`config.mk`:
```
export PLATFORM = sky130hd
export DESIGN_NAME = lexicographic_permutation_generator
export DESIGN_NICKNAME = d
export VERILOG_FILES = /design/src/design/lpg_pkg.sv /design/src/design/lpg_datapath.sv /design/src/design/lpg_ctrl.sv /design/src/design/lexicographic_permutation_generator.sv
export SDC_FILE = /design/constraint.sdc
export NUM_CORES = 1
export LEC_CHECK = 0
export BUFFER_PORTS_ARGS = -buffer_cell sky130_fd_sc_hd__buf_2
export CORE_MARGIN = 8
export CORE_UTILIZATION = 32
export DETAILED_ROUTE_END_ITERATION = 6
export PLACE_DENSITY = 0.44
export SYNTH_ARGS = -nofsm -noshare
export SYNTH_HDL_FRONTEND = slang
export SYNTH_SLANG_ARGS = --single-unit
```
`constraint.sdc`:
```
create_clock -name clk -period 4.7 [get_ports clk]
set_input_delay 0.705 -clock clk [delete_from_list [all_inputs] [get_ports clk]]
set_output_delay 0.705 -clock clk [all_outputs]
set_load 0.1 [all_outputs]
```
`src/design/lpg_pkg.sv`:
```
`timescale 1ns / 1ps
`default_nettype none
package lpg_pkg;

	localparam int ELEM_W = 4;
	localparam int POS_W  = 3;
	localparam int CFG_W  = 4;
	localparam logic [CFG_W-1:0] PERM_LENGTH_RST = 4'd3;

	typedef enum logic [3:0] {
		ST_IDLE,
		ST_EXH,
		ST_SCAN,
		ST_EMIT,
		ST_FIND,
		ST_SWAP_I,
		ST_SWAP_J,
		ST_REV_RD,
		ST_REV_LO,
		ST_REV_HI
	} st_t;

	typedef enum logic [3:0] {
		OP_NONE,
		OP_LOAD,
		OP_EXH,
		OP_SCAN,
		OP_EMIT,
		OP_FIND,
		OP_SWAP_I,
		OP_SWAP_J,
		OP_REV_RD,
		OP_REV_LO,
		OP_REV_HI
	} op_t;

	typedef struct packed {
		op_t  op;
		logic restart;
	} cmd_t;

	typedef struct packed {
		logic done;      // enumeration exhausted
		logic found;     // pivot found in last scan
		logic scan_end;  // scan finishes this cycle
		logic emit_last; // emitting final element
		logic find_hit;  // swap partner found this cycle
		logic rev_more;  // reverse window not yet closed
		logic out_free;  // output register can take a word
	} sts_t;

endpackage
`default_nettype wire

```
`src/design/lpg_datapath.sv`:
```
`timescale 1ns / 1ps
`default_nettype none
module lpg_datapath import lpg_pkg::*; #(
	parameter int MAX_LENGTH = 8
) (
	input  wire                clk,
	input  wire                arst_n,
	input  wire                cfg_we,
	input  wire [CFG_W-1:0]    cfg_wdata,
	input  cmd_t               cmd,
	output sts_t               sts,
	input  wire                out_ready,
	output logic               out_valid,
	output logic [ELEM_W-1:0]  element,
	output logic [POS_W-1:0]   position,
	output logic               last_of_perm,
	output logic               final_perm,
	output logic               exhausted
);

	localparam int IW = $clog2(MAX_LENGTH);

	function automatic logic [IW-1:0] last_idx_of(input logic [CFG_W-1:0] v);
		logic [CFG_W-1:0] l;
		l = v;
		if (l == '0)
			l = CFG_W'(1);
		if (l > CFG_W'(MAX_LENGTH))
			l = CFG_W'(MAX_LENGTH);
		return IW'(l - CFG_W'(1));
	endfunction

	logic [ELEM_W-1:0] perm_q [MAX_LENGTH];
	logic [IW-1:0]     last_idx_q;
	logic [IW-1:0]     idx_q;
	logic [IW-1:0]     lo_q;
	logic [IW-1:0]     piv_q;
	logic [ELEM_W-1:0] pivval_q;
	logic [ELEM_W-1:0] tmp_q;
	logic              found_q;
	logic              done_q;

	logic              out_valid_q;
	logic [ELEM_W-1:0] elem_q;
	logic [POS_W-1:0]  pos_q;
	logic              last_q;
	logic              final_q;
	logic              exh_q;

	logic [IW-1:0]     rd_idx;
	logic [ELEM_W-1:0] rd_val;
	logic              wr_en;
	logic [IW-1:0]     wr_idx;
	logic [ELEM_W-1:0] wr_val;
	logic              load_id;
	logic              scan_first;
	logic              scan_hit;
	logic              out_load;

	// single read port
	always_comb begin
		case (cmd.op)
			OP_EMIT, OP_REV_RD: rd_idx = lo_q;
			default:            rd_idx = idx_q;
		endcase
	end
	assign rd_val = perm_q[rd_idx];

	assign scan_first = (idx_q == last_idx_q);
	assign scan_hit   = !scan_first && (rd_val < tmp_q);

	// single write port
	always_comb begin
		wr_en  = 1'b0;
		wr_idx = idx_q;
		wr_val = rd_val;
		case (cmd.op)
			OP_SWAP_I: begin
				wr_en  = 1'b1;
				wr_idx = piv_q;
			end
			OP_SWAP_J: begin
				wr_en  = 1'b1;
				wr_val = pivval_q;
			end
			OP_REV_LO: begin
				wr_en  = 1'b1;
				wr_idx = lo_q;
			end
			OP_REV_HI: begin
				wr_en  = 1'b1;
				wr_val = tmp_q;
			end
			default: wr_en = 1'b0;
		endcase
	end

	assign load_id  = cfg_we || (cmd.op == OP_LOAD && cmd.restart);
	assign out_load = (cmd.op == OP_EMIT) || (cmd.op == OP_EXH);

	always_ff @(posedge clk or negedge arst_n) begin
		if (!arst_n) begin
			for (int k = 0; k < MAX_LENGTH; k++)
				perm_q[k] <= ELEM_W'(k + 1);
		end else if (load_id) begin
			for (int k = 0; k < MAX_LENGTH; k++)
				perm_q[k] <= ELEM_W'(k + 1);
		end else if (wr_en) begin
			perm_q[wr_idx] <= wr_val;
		end
	end

	always_ff @(posedge clk or negedge arst_n) begin
		if (!arst_n) begin
			last_idx_q <= last_idx_of(PERM_LENGTH_RST);
			done_q     <= 1'b0;
			found_q    <= 1'b0;
		end else begin
			if (cfg_we)
				last_idx_q <= last_idx_of(cfg_wdata);
			if (load_id)
				done_q <= 1'b0;
			else if (cmd.op == OP_EMIT && lo_q == last_idx_q && !found_q)
				done_q <= 1'b1;
			if (cmd.op == OP_LOAD)
				found_q <= 1'b0;
			else if (cmd.op == OP_SCAN && scan_hit)
				found_q <= 1'b1;
		end
	end

	// walk registers
	always_ff @(posedge clk) begin
		case (cmd.op)
			OP_LOAD: begin
				idx_q <= last_idx_q;
				lo_q  <= '0;
			end
			OP_SCAN: begin
				if (scan_hit) begin
					piv_q    <= idx_q;
					pivval_q <= rd_val;
				end else begin
					tmp_q <= rd_val;
					if (idx_q != '0)
						idx_q <= idx_q - IW'(1);
				end
			end
			OP_EMIT: begin
				if (lo_q != last_idx_q)
					lo_q <= lo_q + IW'(1);
				else
					idx_q <= last_idx_q;
			end
			OP_FIND: begin
				if (rd_val <= pivval_q)
					idx_q <= idx_q - IW'(1);
			end
			OP_SWAP_J: begin
				lo_q  <= piv_q + IW'(1);
				idx_q <= last_idx_q;
			end
			OP_REV_RD: tmp_q <= rd_val;
			OP_REV_HI: begin
				lo_q  <= lo_q + IW'(1);
				idx_q <= idx_q - IW'(1);
			end
			default: tmp_q <= tmp_q;
		endcase
	end

	// output word register
	always_ff @(posedge clk or negedge arst_n) begin
		if (!arst_n)
			out_valid_q <= 1'b0;
		else if (out_load)
			out_valid_q <= 1'b1;
		else if (out_ready)
			out_valid_q <= 1'b0;
	end

	always_ff @(posedge clk) begin
		if (cmd.op == OP_EMIT) begin
			elem_q  <= rd_val;
			pos_q   <= POS_W'(lo_q);
			last_q  <= (lo_q == last_idx_q);
			final_q <= !found_q;
			exh_q   <= 1'b0;
		end else if (cmd.op == OP_EXH) begin
			elem_q  <= '0;
			pos_q   <= '0;
			last_q  <= 1'b0;
			final_q <= 1'b0;
			exh_q   <= 1'b1;
		end
	end

	assign sts.done      = done_q;
	assign sts.found     = found_q;
	assign sts.scan_end  = scan_hit || (idx_q == '0);
	assign sts.emit_last = (lo_q == last_idx_q);
	assign sts.find_hit  = (rd_val > pivval_q);
	assign sts.rev_more  = (lo_q < idx_q);
	assign sts.out_free  = !out_valid_q || out_ready;

	assign out_valid    = out_valid_q;
	assign element      = elem_q;
	assign position     = pos_q;
	assign last_of_perm = last_q;
	assign final_perm   = final_q;
	assign exhausted    = exh_q;

endmodule
`default_nettype wire

```
`src/design/lpg_ctrl.sv`:
```
`timescale 1ns / 1ps
`default_nettype none
module lpg_ctrl import lpg_pkg::*; (
	input  wire  clk,
	input  wire  arst_n,
	input  wire  in_valid,
	input  wire  restart,
	output logic in_ready,
	input  sts_t sts,
	output cmd_t cmd
);

	st_t state_q;
	st_t state_d;

	always_ff @(posedge clk or negedge arst_n) begin
		if (!arst_n)
			state_q <= ST_IDLE;
		else
			state_q <= state_d;
	end

	always_comb begin
		state_d     = state_q;
		cmd.op      = OP_NONE;
		cmd.restart = restart;
		in_ready    = 1'b0;
		case (state_q)
			ST_IDLE: begin
				in_ready = 1'b1;
				if (in_valid) begin
					cmd.op  = OP_LOAD;
					// restart clears exhaustion before the check
					state_d = (sts.done && !restart) ? ST_EXH : ST_SCAN;
				end
			end
			ST_EXH: begin
				if (sts.out_free) begin
					cmd.op  = OP_EXH;
					state_d = ST_IDLE;
				end
			end
			ST_SCAN: begin
				cmd.op = OP_SCAN;
				if (sts.scan_end)
					state_d = ST_EMIT;
			end
			ST_EMIT: begin
				if (sts.out_free) begin
					cmd.op = OP_EMIT;
					if (sts.emit_last)
						state_d = sts.found ? ST_FIND : ST_IDLE;
				end
			end
			ST_FIND: begin
				cmd.op = OP_FIND;
				if (sts.find_hit)
					state_d = ST_SWAP_I;
			end
			ST_SWAP_I: begin
				cmd.op  = OP_SWAP_I;
				state_d = ST_SWAP_J;
			end
			ST_SWAP_J: begin
				cmd.op  = OP_SWAP_J;
				state_d = ST_REV_RD;
			end
			ST_REV_RD: begin
				if (sts.rev_more) begin
					cmd.op  = OP_REV_RD;
					state_d = ST_REV_LO;
				end else begin
					state_d = ST_IDLE;
				end
			end
			ST_REV_LO: begin
				cmd.op  = OP_REV_LO;
				state_d = ST_REV_HI;
			end
			ST_REV_HI: begin
				cmd.op  = OP_REV_HI;
				state_d = ST_REV_RD;
			end
			default: state_d = ST_IDLE;
		endcase
	end

endmodule
`default_nettype wire

```
`src/design/lexicographic_permutation_generator.sv`:
```
// Output: the first word follows the pivot scan after accept, then one word per cycle while out_ready is high.
// Requests: a new one is taken only once the previous one is done; the rate is bounded by the
//   one-port walk over the stored permutation.
// Exhausted requests give one word.
// Reset (arst_n, async, active low): length 3, identity permutation, not exhausted, no word out.
`timescale 1ns / 1ps
`default_nettype none
module lexicographic_permutation_generator import lpg_pkg::*; #(
	parameter int MAX_LENGTH = 8
) (
	input  wire               clk,
	input  wire               arst_n,
	// length register
	input  wire               cfg_we,
	input  wire [CFG_W-1:0]   cfg_wdata,
	// request channel
	input  wire               in_valid,
	output logic              in_ready,
	input  wire               restart,
	// element channel
	output logic              out_valid,
	input  wire               out_ready,
	output logic [ELEM_W-1:0] element,
	output logic [POS_W-1:0]  position,
	output logic              last_of_perm,
	output logic              final_perm,
	output logic              exhausted
);

	// The controller sequences each request:
	//   scan    - walk right to left for the pivot (first ascent); its absence
	//             marks the last permutation, so final_perm is known up front
	//   emit    - one word per element from the unchanged stored permutation
	//   find    - walk right to left for the first element above the pivot
	//   swap    - exchange pivot and partner (two writes)
	//   reverse - mirror the suffix pair by pair: read, write low, write high
	// The datapath holds the permutation with one read and one write port.
	// A word waiting in the output register does not hold off the next request.

	cmd_t cmd;
	sts_t sts;

	lpg_ctrl u_ctrl (
		.clk      (clk),
		.arst_n   (arst_n),
		.in_valid (in_valid),
		.restart  (restart),
		.in_ready (in_ready),
		.sts      (sts),
		.cmd      (cmd)
	);

	lpg_datapath #(
		.MAX_LENGTH (MAX_LENGTH)
	) u_dp (
		.clk          (clk),
		.arst_n       (arst_n),
		.cfg_we       (cfg_we),
		.cfg_wdata    (cfg_wdata),
		.cmd          (cmd),
		.sts          (sts),
		.out_ready    (out_ready),
		.out_valid    (out_valid),
		.element      (element),
		.position     (position),
		.last_of_perm (last_of_perm),
		.final_perm   (final_perm),
		.exhausted    (exhausted)
	);

endmodule
`default_nettype wire

```
==> results of run 1 <==
[routing by layer]
layer / up-vias / routed length [um]
met3: 17 / 686
met5: - / 0
met1: 1520 / 5220
li1: 1508 / -
met4: 0 / 248
met2: 82 / 5000
[through the flow]
stage | instances | hold WS [ps] | setup WS, ps | area, sq um
after floorplan | 387 | 409 | 197 | 3910
after global placement | 562 | 474 | 338 | 4280
after detailed placement | 562 | 468 | 143 | 4280
after CTS | 578 | 482 | 110 | 4570
after global routing | 580 | 500 | -34.8 | 4620
final | 580 | 478 | 347 | 4620
[worst max path at each step]
stage | from | to
2_1_floorplan | u_dp.out_valid$_DFFE_PN0P_ | u_dp.idx_q[0]$_DFFE_PP_
4_1_cts | u_dp.idx_q[1]$_DFFE_PP_ | u_dp.idx_q[1]$_DFFE_PP_
3_5_place_dp | u_dp.idx_q[1]$_DFFE_PP_ | u_dp.idx_q[1]$_DFFE_PP_
6_report | u_dp.idx_q[1]$_DFFE_PP_ | u_dp.idx_q[1]$_DFFE_PP_
5_1_grt | u_dp.idx_q[1]$_DFFE_PP_ | u_dp.idx_q[2]$_DFFE_PP_
3_3_place_gp | u_dp.idx_q[1]$_DFFE_PP_ | u_dp.idx_q[0]$_DFFE_PP_
[critical path: cells and delay by family (launching register included)]
kind / cells / cell delay, ps
multiplexers: 1 / 410
adder cells (fa/ha/maj): 2 / 390
AO/OA/AOI/OAI: 9 / 2170
buffers and inverters: 2 / 310
AND/OR/NAND/NOR: 3 / 330
flip-flops: 1 / 440
[area by class of cell]
type / count / area (sq um)
Inverter: 27 / 101
Sequential cell: 69 / 1870
Clock inverter: 6 / 52.6
Timing Repair Buffer: 41 / 255
Fill cell: 1170 / 7350
Multi-Input combinational cell: 280 / 1910
Clock buffer: 10 / 239
Tap cell: 147 / 184
[flip-flops by register name, indices dropped and copies added (netlist names), 3 cells and up]
name / cells
u_dp.position: 3
u_dp.piv_q: 3
u_dp.perm_q: 32
u_ctrl.state_q: 4
u_dp.idx_q: 3
u_dp.last_idx_q: 3
u_dp.pivval_q: 4
u_dp.tmp_q: 4
u_dp.lo_q: 3
u_dp.element: 4
[cells in the final DEF (no fill, tap or decap), types with 4 or more instances in the layout]
master,netlist,routed
mux2i_1,15,15
a2bb2oi_1,4,4
a211oi_1,4,4
a22o_1,9,9
and3_1,6,6
ha_1,13,13
o22a_1,4,4
nand2b_1,5,5
buf_4,0,20
o21ai_0,20,19
a21oi_1,21,21
buf_2,5,21
dfrtp_1,28,28
xnor2_1,5,5
a31oi_1,5,5
inv_1,27,26
nand2_1,27,27
nor2b_1,11,11
mux2_2,5,5
edfxtp_1,26,26
dfstp_2,14,14
and2_1,11,11
nand3_1,10,10
a22oi_1,9,8
nor2_1,36,36
nor3_1,10,10
clkbuf_16,0,9
[logic make-up (layout without fill, tap and decap cells)]
kind of cell | after synthesis | count (layout) | synth area share
simple gates | 128 | 128 | 0.164
compound gates | 111 | 111 | 0.207
flops | 69 | 69 | 0.479
buf+inv | 38 | 84 | 0.0381
mux | 20 | 20 | 0.0528
fa+ha+maj | 13 | 13 | 0.0416
xor+xnor | 8 | 8 | 0.0179
[repair_timing]
action | 4_1_cts | 5_1_grt
setup endpoints to repair | 0 | 10
endpoints found under the hold margin | 0 | 0
setup buffers | 0 | 2
resized for setup | 0 | 7
==> results_dict.tcl, run 1 <==
set metrics [dict create \
    finalSetupViolCount 0 \
    max-slew-margin-rel 0.314 \
    die_w_um 126 \
    start_kind "register" \
    hold_depth 2 \
    io_pins 22 \
    synthCells 387 \
    syn_area_per_cell_sq_um 10.1 \
    grt_pass1_wl_um 17800 \
    ys_top_cells_by_count "nor2_1 (36), dfrtp_1 (28), inv_1 (27), nand2_1 (27), edfxtp_1 (26)" \
    grt_usage 0.148 \
    drc_errors 0 \
    n_antenna_cell 0 \
    path_class "register to register" \
    drt.antenna.violating_nets 0 \
    synth.area.top_cells "edfxtp_1 (20%), dfrtp_1 (18%), dfstp_2 (9.4%), ha_1 (4.2%), mux2i_1 (3.8%)" \
    ys_types 58 \
    grt-ovfl-total 0 \
    h-tree-depth 3 \
    hold_viol 0 \
    synth_warnings 0 \
    ctsHoldBuffers 0 \
    use_met1 0.200 \
    max_freq_mhz 230 \
    outcome "finished, final reports clean" \
    synth_seq_area_share 0.479 \
    post-route-period-util 0.926 \
    finalSetupTns_ps 0 \
    place_congestion 0.875 \
    die-area_sq_mm 0.0160 \
    fin_crit_ps 4350 \
    viasPerCell 5.39 \
    initial_utilization 0.327 \
    synth_edf_count 26 \
    max-clock-path-buffers 2 \
    synth_nets 410 \
    port_buffers 21 \
    antenna_found_initial 0 \
    cpPeakStageDelay_ps 510 \
    hp-start "u_dp.exhausted$_SDFFE_PP0P_" \
    synth_most_common_cell "nor2_1" \
    synthFlopType "dfrtp_1" \
    drt-pass1-iter-count 5 \
    drive_gt1_frac 0.212 \
    vias 3127 \
    insertion_delay_ps 340 \
    wl_per_cell_um 19.2 \
    crit_slowest_cell "o311ai_4" \
    worstPathRequired_ps 4760 \
    clk_pin_slew_ps 50 \
    cp_cell_sequence "inv_2 > ha_1 > o21ai_2 > o2111a_2 > o311ai_4 > mux2_2 > o221ai_1 > o21a_4 > ha_1 > nor2b_1 > o21a_1 > o21a_1 > o21ai_0 > and3_1 > nor3_1 > a221oi_1 > buf_4" \
    yosysTopAreaCellShare 0.200 \
    regToRegSetupSlack_ps 350 \
    post-route-util 0.386 \
    ys_ff_latch 69 \
    async_flop_share 0.609 \
    area_growth_syn_to_layout_pct 18.2 \
    cts.sinks 69 \
    first_global_vias 3118 \
    hpwl_um 8430 \
    synth.largest_area_cell "edfxtp_1" \
    core_area_sq_mm 0.0120 \
    nets 451 \
    arrival_ps 4410 \
    row_count 40 \
    reg2reg_to "u_dp.idx_q[1]$_DFFE_PP_" \
    worst_slew_pin_slew_ps 1010 \
    rr_worst_depth 17 \
    maxCapViolCount 0 \
    cts_tree "done" \
    syn_area_sq_mm 0.00391 \
    maxSlewViolCount 0 \
    die_h_um 126 \
    timing.rr.start "u_dp.idx_q[1]$_DFFE_PP_" \
    met2_usage 0.222 \
    grt-busiest-layer "met2" \
    endpoint_kind "register" \
    critical_path.max_fanout 9 \
    clockRootBuffer "clkbuf_16" \
    numCtsBuffers 9 \
    grt_max_degree 43 \
    finalClockSkew_ps 2.96 \
    hold_class "register to register" \
    drt_iter0_markers 330 \
    gr-usage-met3 0.0297 \
    min_to "u_dp.exhausted$_SDFFE_PP0P_" \
    wl_um 11200 \
]
Power of run 1 is not shown: default switching activity piles up to over one toggle a cycle in this logic, so the estimate is an artifact.
==> run 2, diff against run 1 <==
Settings changed: RECOVER_POWER from default to 100.
==> run 2 against run 1 <==
Against the previous run: utilization hardly changed; cell count stayed put; worst setup slack better by 2.2 ps; sequential cell count stayed put; die area stayed put; critical path depth stayed put; cell area hardly changed; maximum frequency hardly changed; global-route usage stayed put; non-clock buffer count stayed put; clock skew hardly changed; critical path type unchanged.
==> results_dict.tcl, run 2 (same netlist as run 1, synthesis figures left out) <==
set metrics [dict create \
    regMostFlops "u_dp.perm_q" \
    vias 3120 \
    cts_tree "done" \
    largest_reg_flops 32 \
    post-route-period-util 0.926 \
    place_congestion 0.875 \
    die_w_um 126 \
    fin_crit_ps 4350 \
    n_fill_cell 1170 \
    maxCapViolCount 0 \
    place_ws_ps 143 \
    endpoint_kind "register" \
    cp_cell_sequence "inv_2 > ha_1 > o21ai_2 > o2111a_2 > o311ai_4 > mux2_2 > o221ai_1 > o21a_4 > ha_1 > nor2b_1 > o21a_1 > o21a_1 > o21ai_0 > and3_1 > nor3_1 > a221oi_1 > buf_4" \
    grt_usage 0.148 \
    cpPeakStageDelay_ps 510 \
    dpl-instance-area_sq_mm 0.00428 \
    nets 451 \
    max_freq_mhz 230 \
    die_h_um 126 \
    clockRootBuffer "clkbuf_16" \
    final_common_cell "nor2_1" \
    cts.sinks 69 \
    max-clock-path-buffers 2 \
    worstPathRequired_ps 4760 \
    drt.antenna.violating_nets 0 \
    drt_iter0_markers 322 \
    grt-ovfl-total 0 \
    max-slew-margin-rel 0.314 \
    ctsHoldBuffers 0 \
    start_kind "register" \
    mostFrequentLayoutCells "nor2_1 (36), dfrtp_1 (28), nand2_1 (27)" \
    clk_pin_slew_ps 50 \
    insertion_delay_ps 340 \
    finalClockSkew_ps 2.96 \
    hpwl_um 8430 \
    drt-pass1-iter-count 5 \
    finalSetupTns_ps 0 \
    numCtsBuffers 9 \
    port_buffers 21 \
    final_area_sq_mm 0.00461 \
    first_global_vias 3118 \
    setup_slack_ps 349 \
    arrival_ps 4410 \
    hold_class "register to register" \
    maxSlewViolCount 0 \
    core_area_sq_mm 0.0120 \
    row_count 40 \
    post-route-util 0.386 \
    n_antenna_cell 0 \
    grt_pass1_wl_um 17800 \
    wl_per_cell_um 19.2 \
    crit_slowest_cell "o311ai_4" \
    h-tree-depth 3 \
    critical_path.max_fanout 9 \
    viasPerCell 5.38 \
    rr_worst_depth 17 \
    grt_max_degree 43 \
    drive_gt1_frac 0.210 \
    finalSetupViolCount 0 \
    worst_slew_pin_slew_ps 1010 \
    drc_errors 0 \
    hold_viol 0 \
    hold_depth 2 \
    die-area_sq_mm 0.0160 \
    initial_utilization 0.327 \
    antenna_found_initial 0 \
    wl_um 11100 \
    io_pins 22 \
    outcome "finished, final reports clean" \
    area_growth_syn_to_layout_pct 18.1 \
    path_class "register to register" \
]
## run 2: path summary, 6_finish.rpt
| path | from | to | slack, ps |
|---|---|---|---|
| min in group asynchronous | arst_n | u_dp.out_valid$_DFFE_PN0P_ | 510 |
| max | u_dp.idx_q[1]$_DFFE_PP_ | u_dp.idx_q[1]$_DFFE_PP_ | 350 |
| max in group asynchronous | arst_n | u_dp.last_idx_q[2]$_DFFE_PN0P_ | 3550 |
| min | u_dp.exhausted$_SDFFE_PP0P_ | u_dp.exhausted$_SDFFE_PP0P_ | 480 |
| max reg2reg | u_dp.idx_q[1]$_DFFE_PP_ | u_dp.idx_q[1]$_DFFE_PP_ | 350 |
| min reg2reg | u_dp.exhausted$_SDFFE_PP0P_ | u_dp.exhausted$_SDFFE_PP0P_ | 480 |
## run 2: per-layer routing
metal  wire length, um  global-route usage  vias up
met2              4970               0.222       84
met3               689              0.0297       17
met4               248              0.0672        0
met5                 0                   0        -
met1              5210               0.200     1511
li1                  -                   -     1508
## run 2: final cells by class
type                       instances  area, sq um  share of cell area
clock buffer                      10          239              0.0518
clock inverter                     6         52.6              0.0114
inverter                          27          101              0.0220
multi-input combinational        280         1910               0.415
sequential                        69         1870               0.405
tap                              147          184              0.0399
timing repair buffer              41          251              0.0545
## run 2: through the flow
| step | std cells | hold WS [ps] |
|---|---|---|
| 5_1_grt | 580 | 500 |
| 3_3_place_gp | 562 | 474 |
| 2_1_floorplan | 387 | 409 |
| 4_1_cts | 578 | 482 |
| 3_5_place_dp | 562 | 468 |
| 6_report | 580 | 478 |
## run 2: critical path, delay by kind of cell (launching register included)
| kind | cells | cell delay [ps] |
|---|---|---|
| AO/OA/AOI/OAI | 9 | 2170 |
| flip-flops | 1 | 440 |
| multiplexers | 1 | 410 |
| adder cells (fa/ha/maj) | 2 | 390 |
| AND/OR/NAND/NOR | 3 | 330 |
| buffers and inverters | 2 | 310 |
## run 2: repair_timing
item | 4_1_cts | 5_1_grt
resized for setup | 0 | 7
setup buffers | 0 | 2
setup endpoints to repair | 0 | 10
Power of run 2 is left out for the same reason.
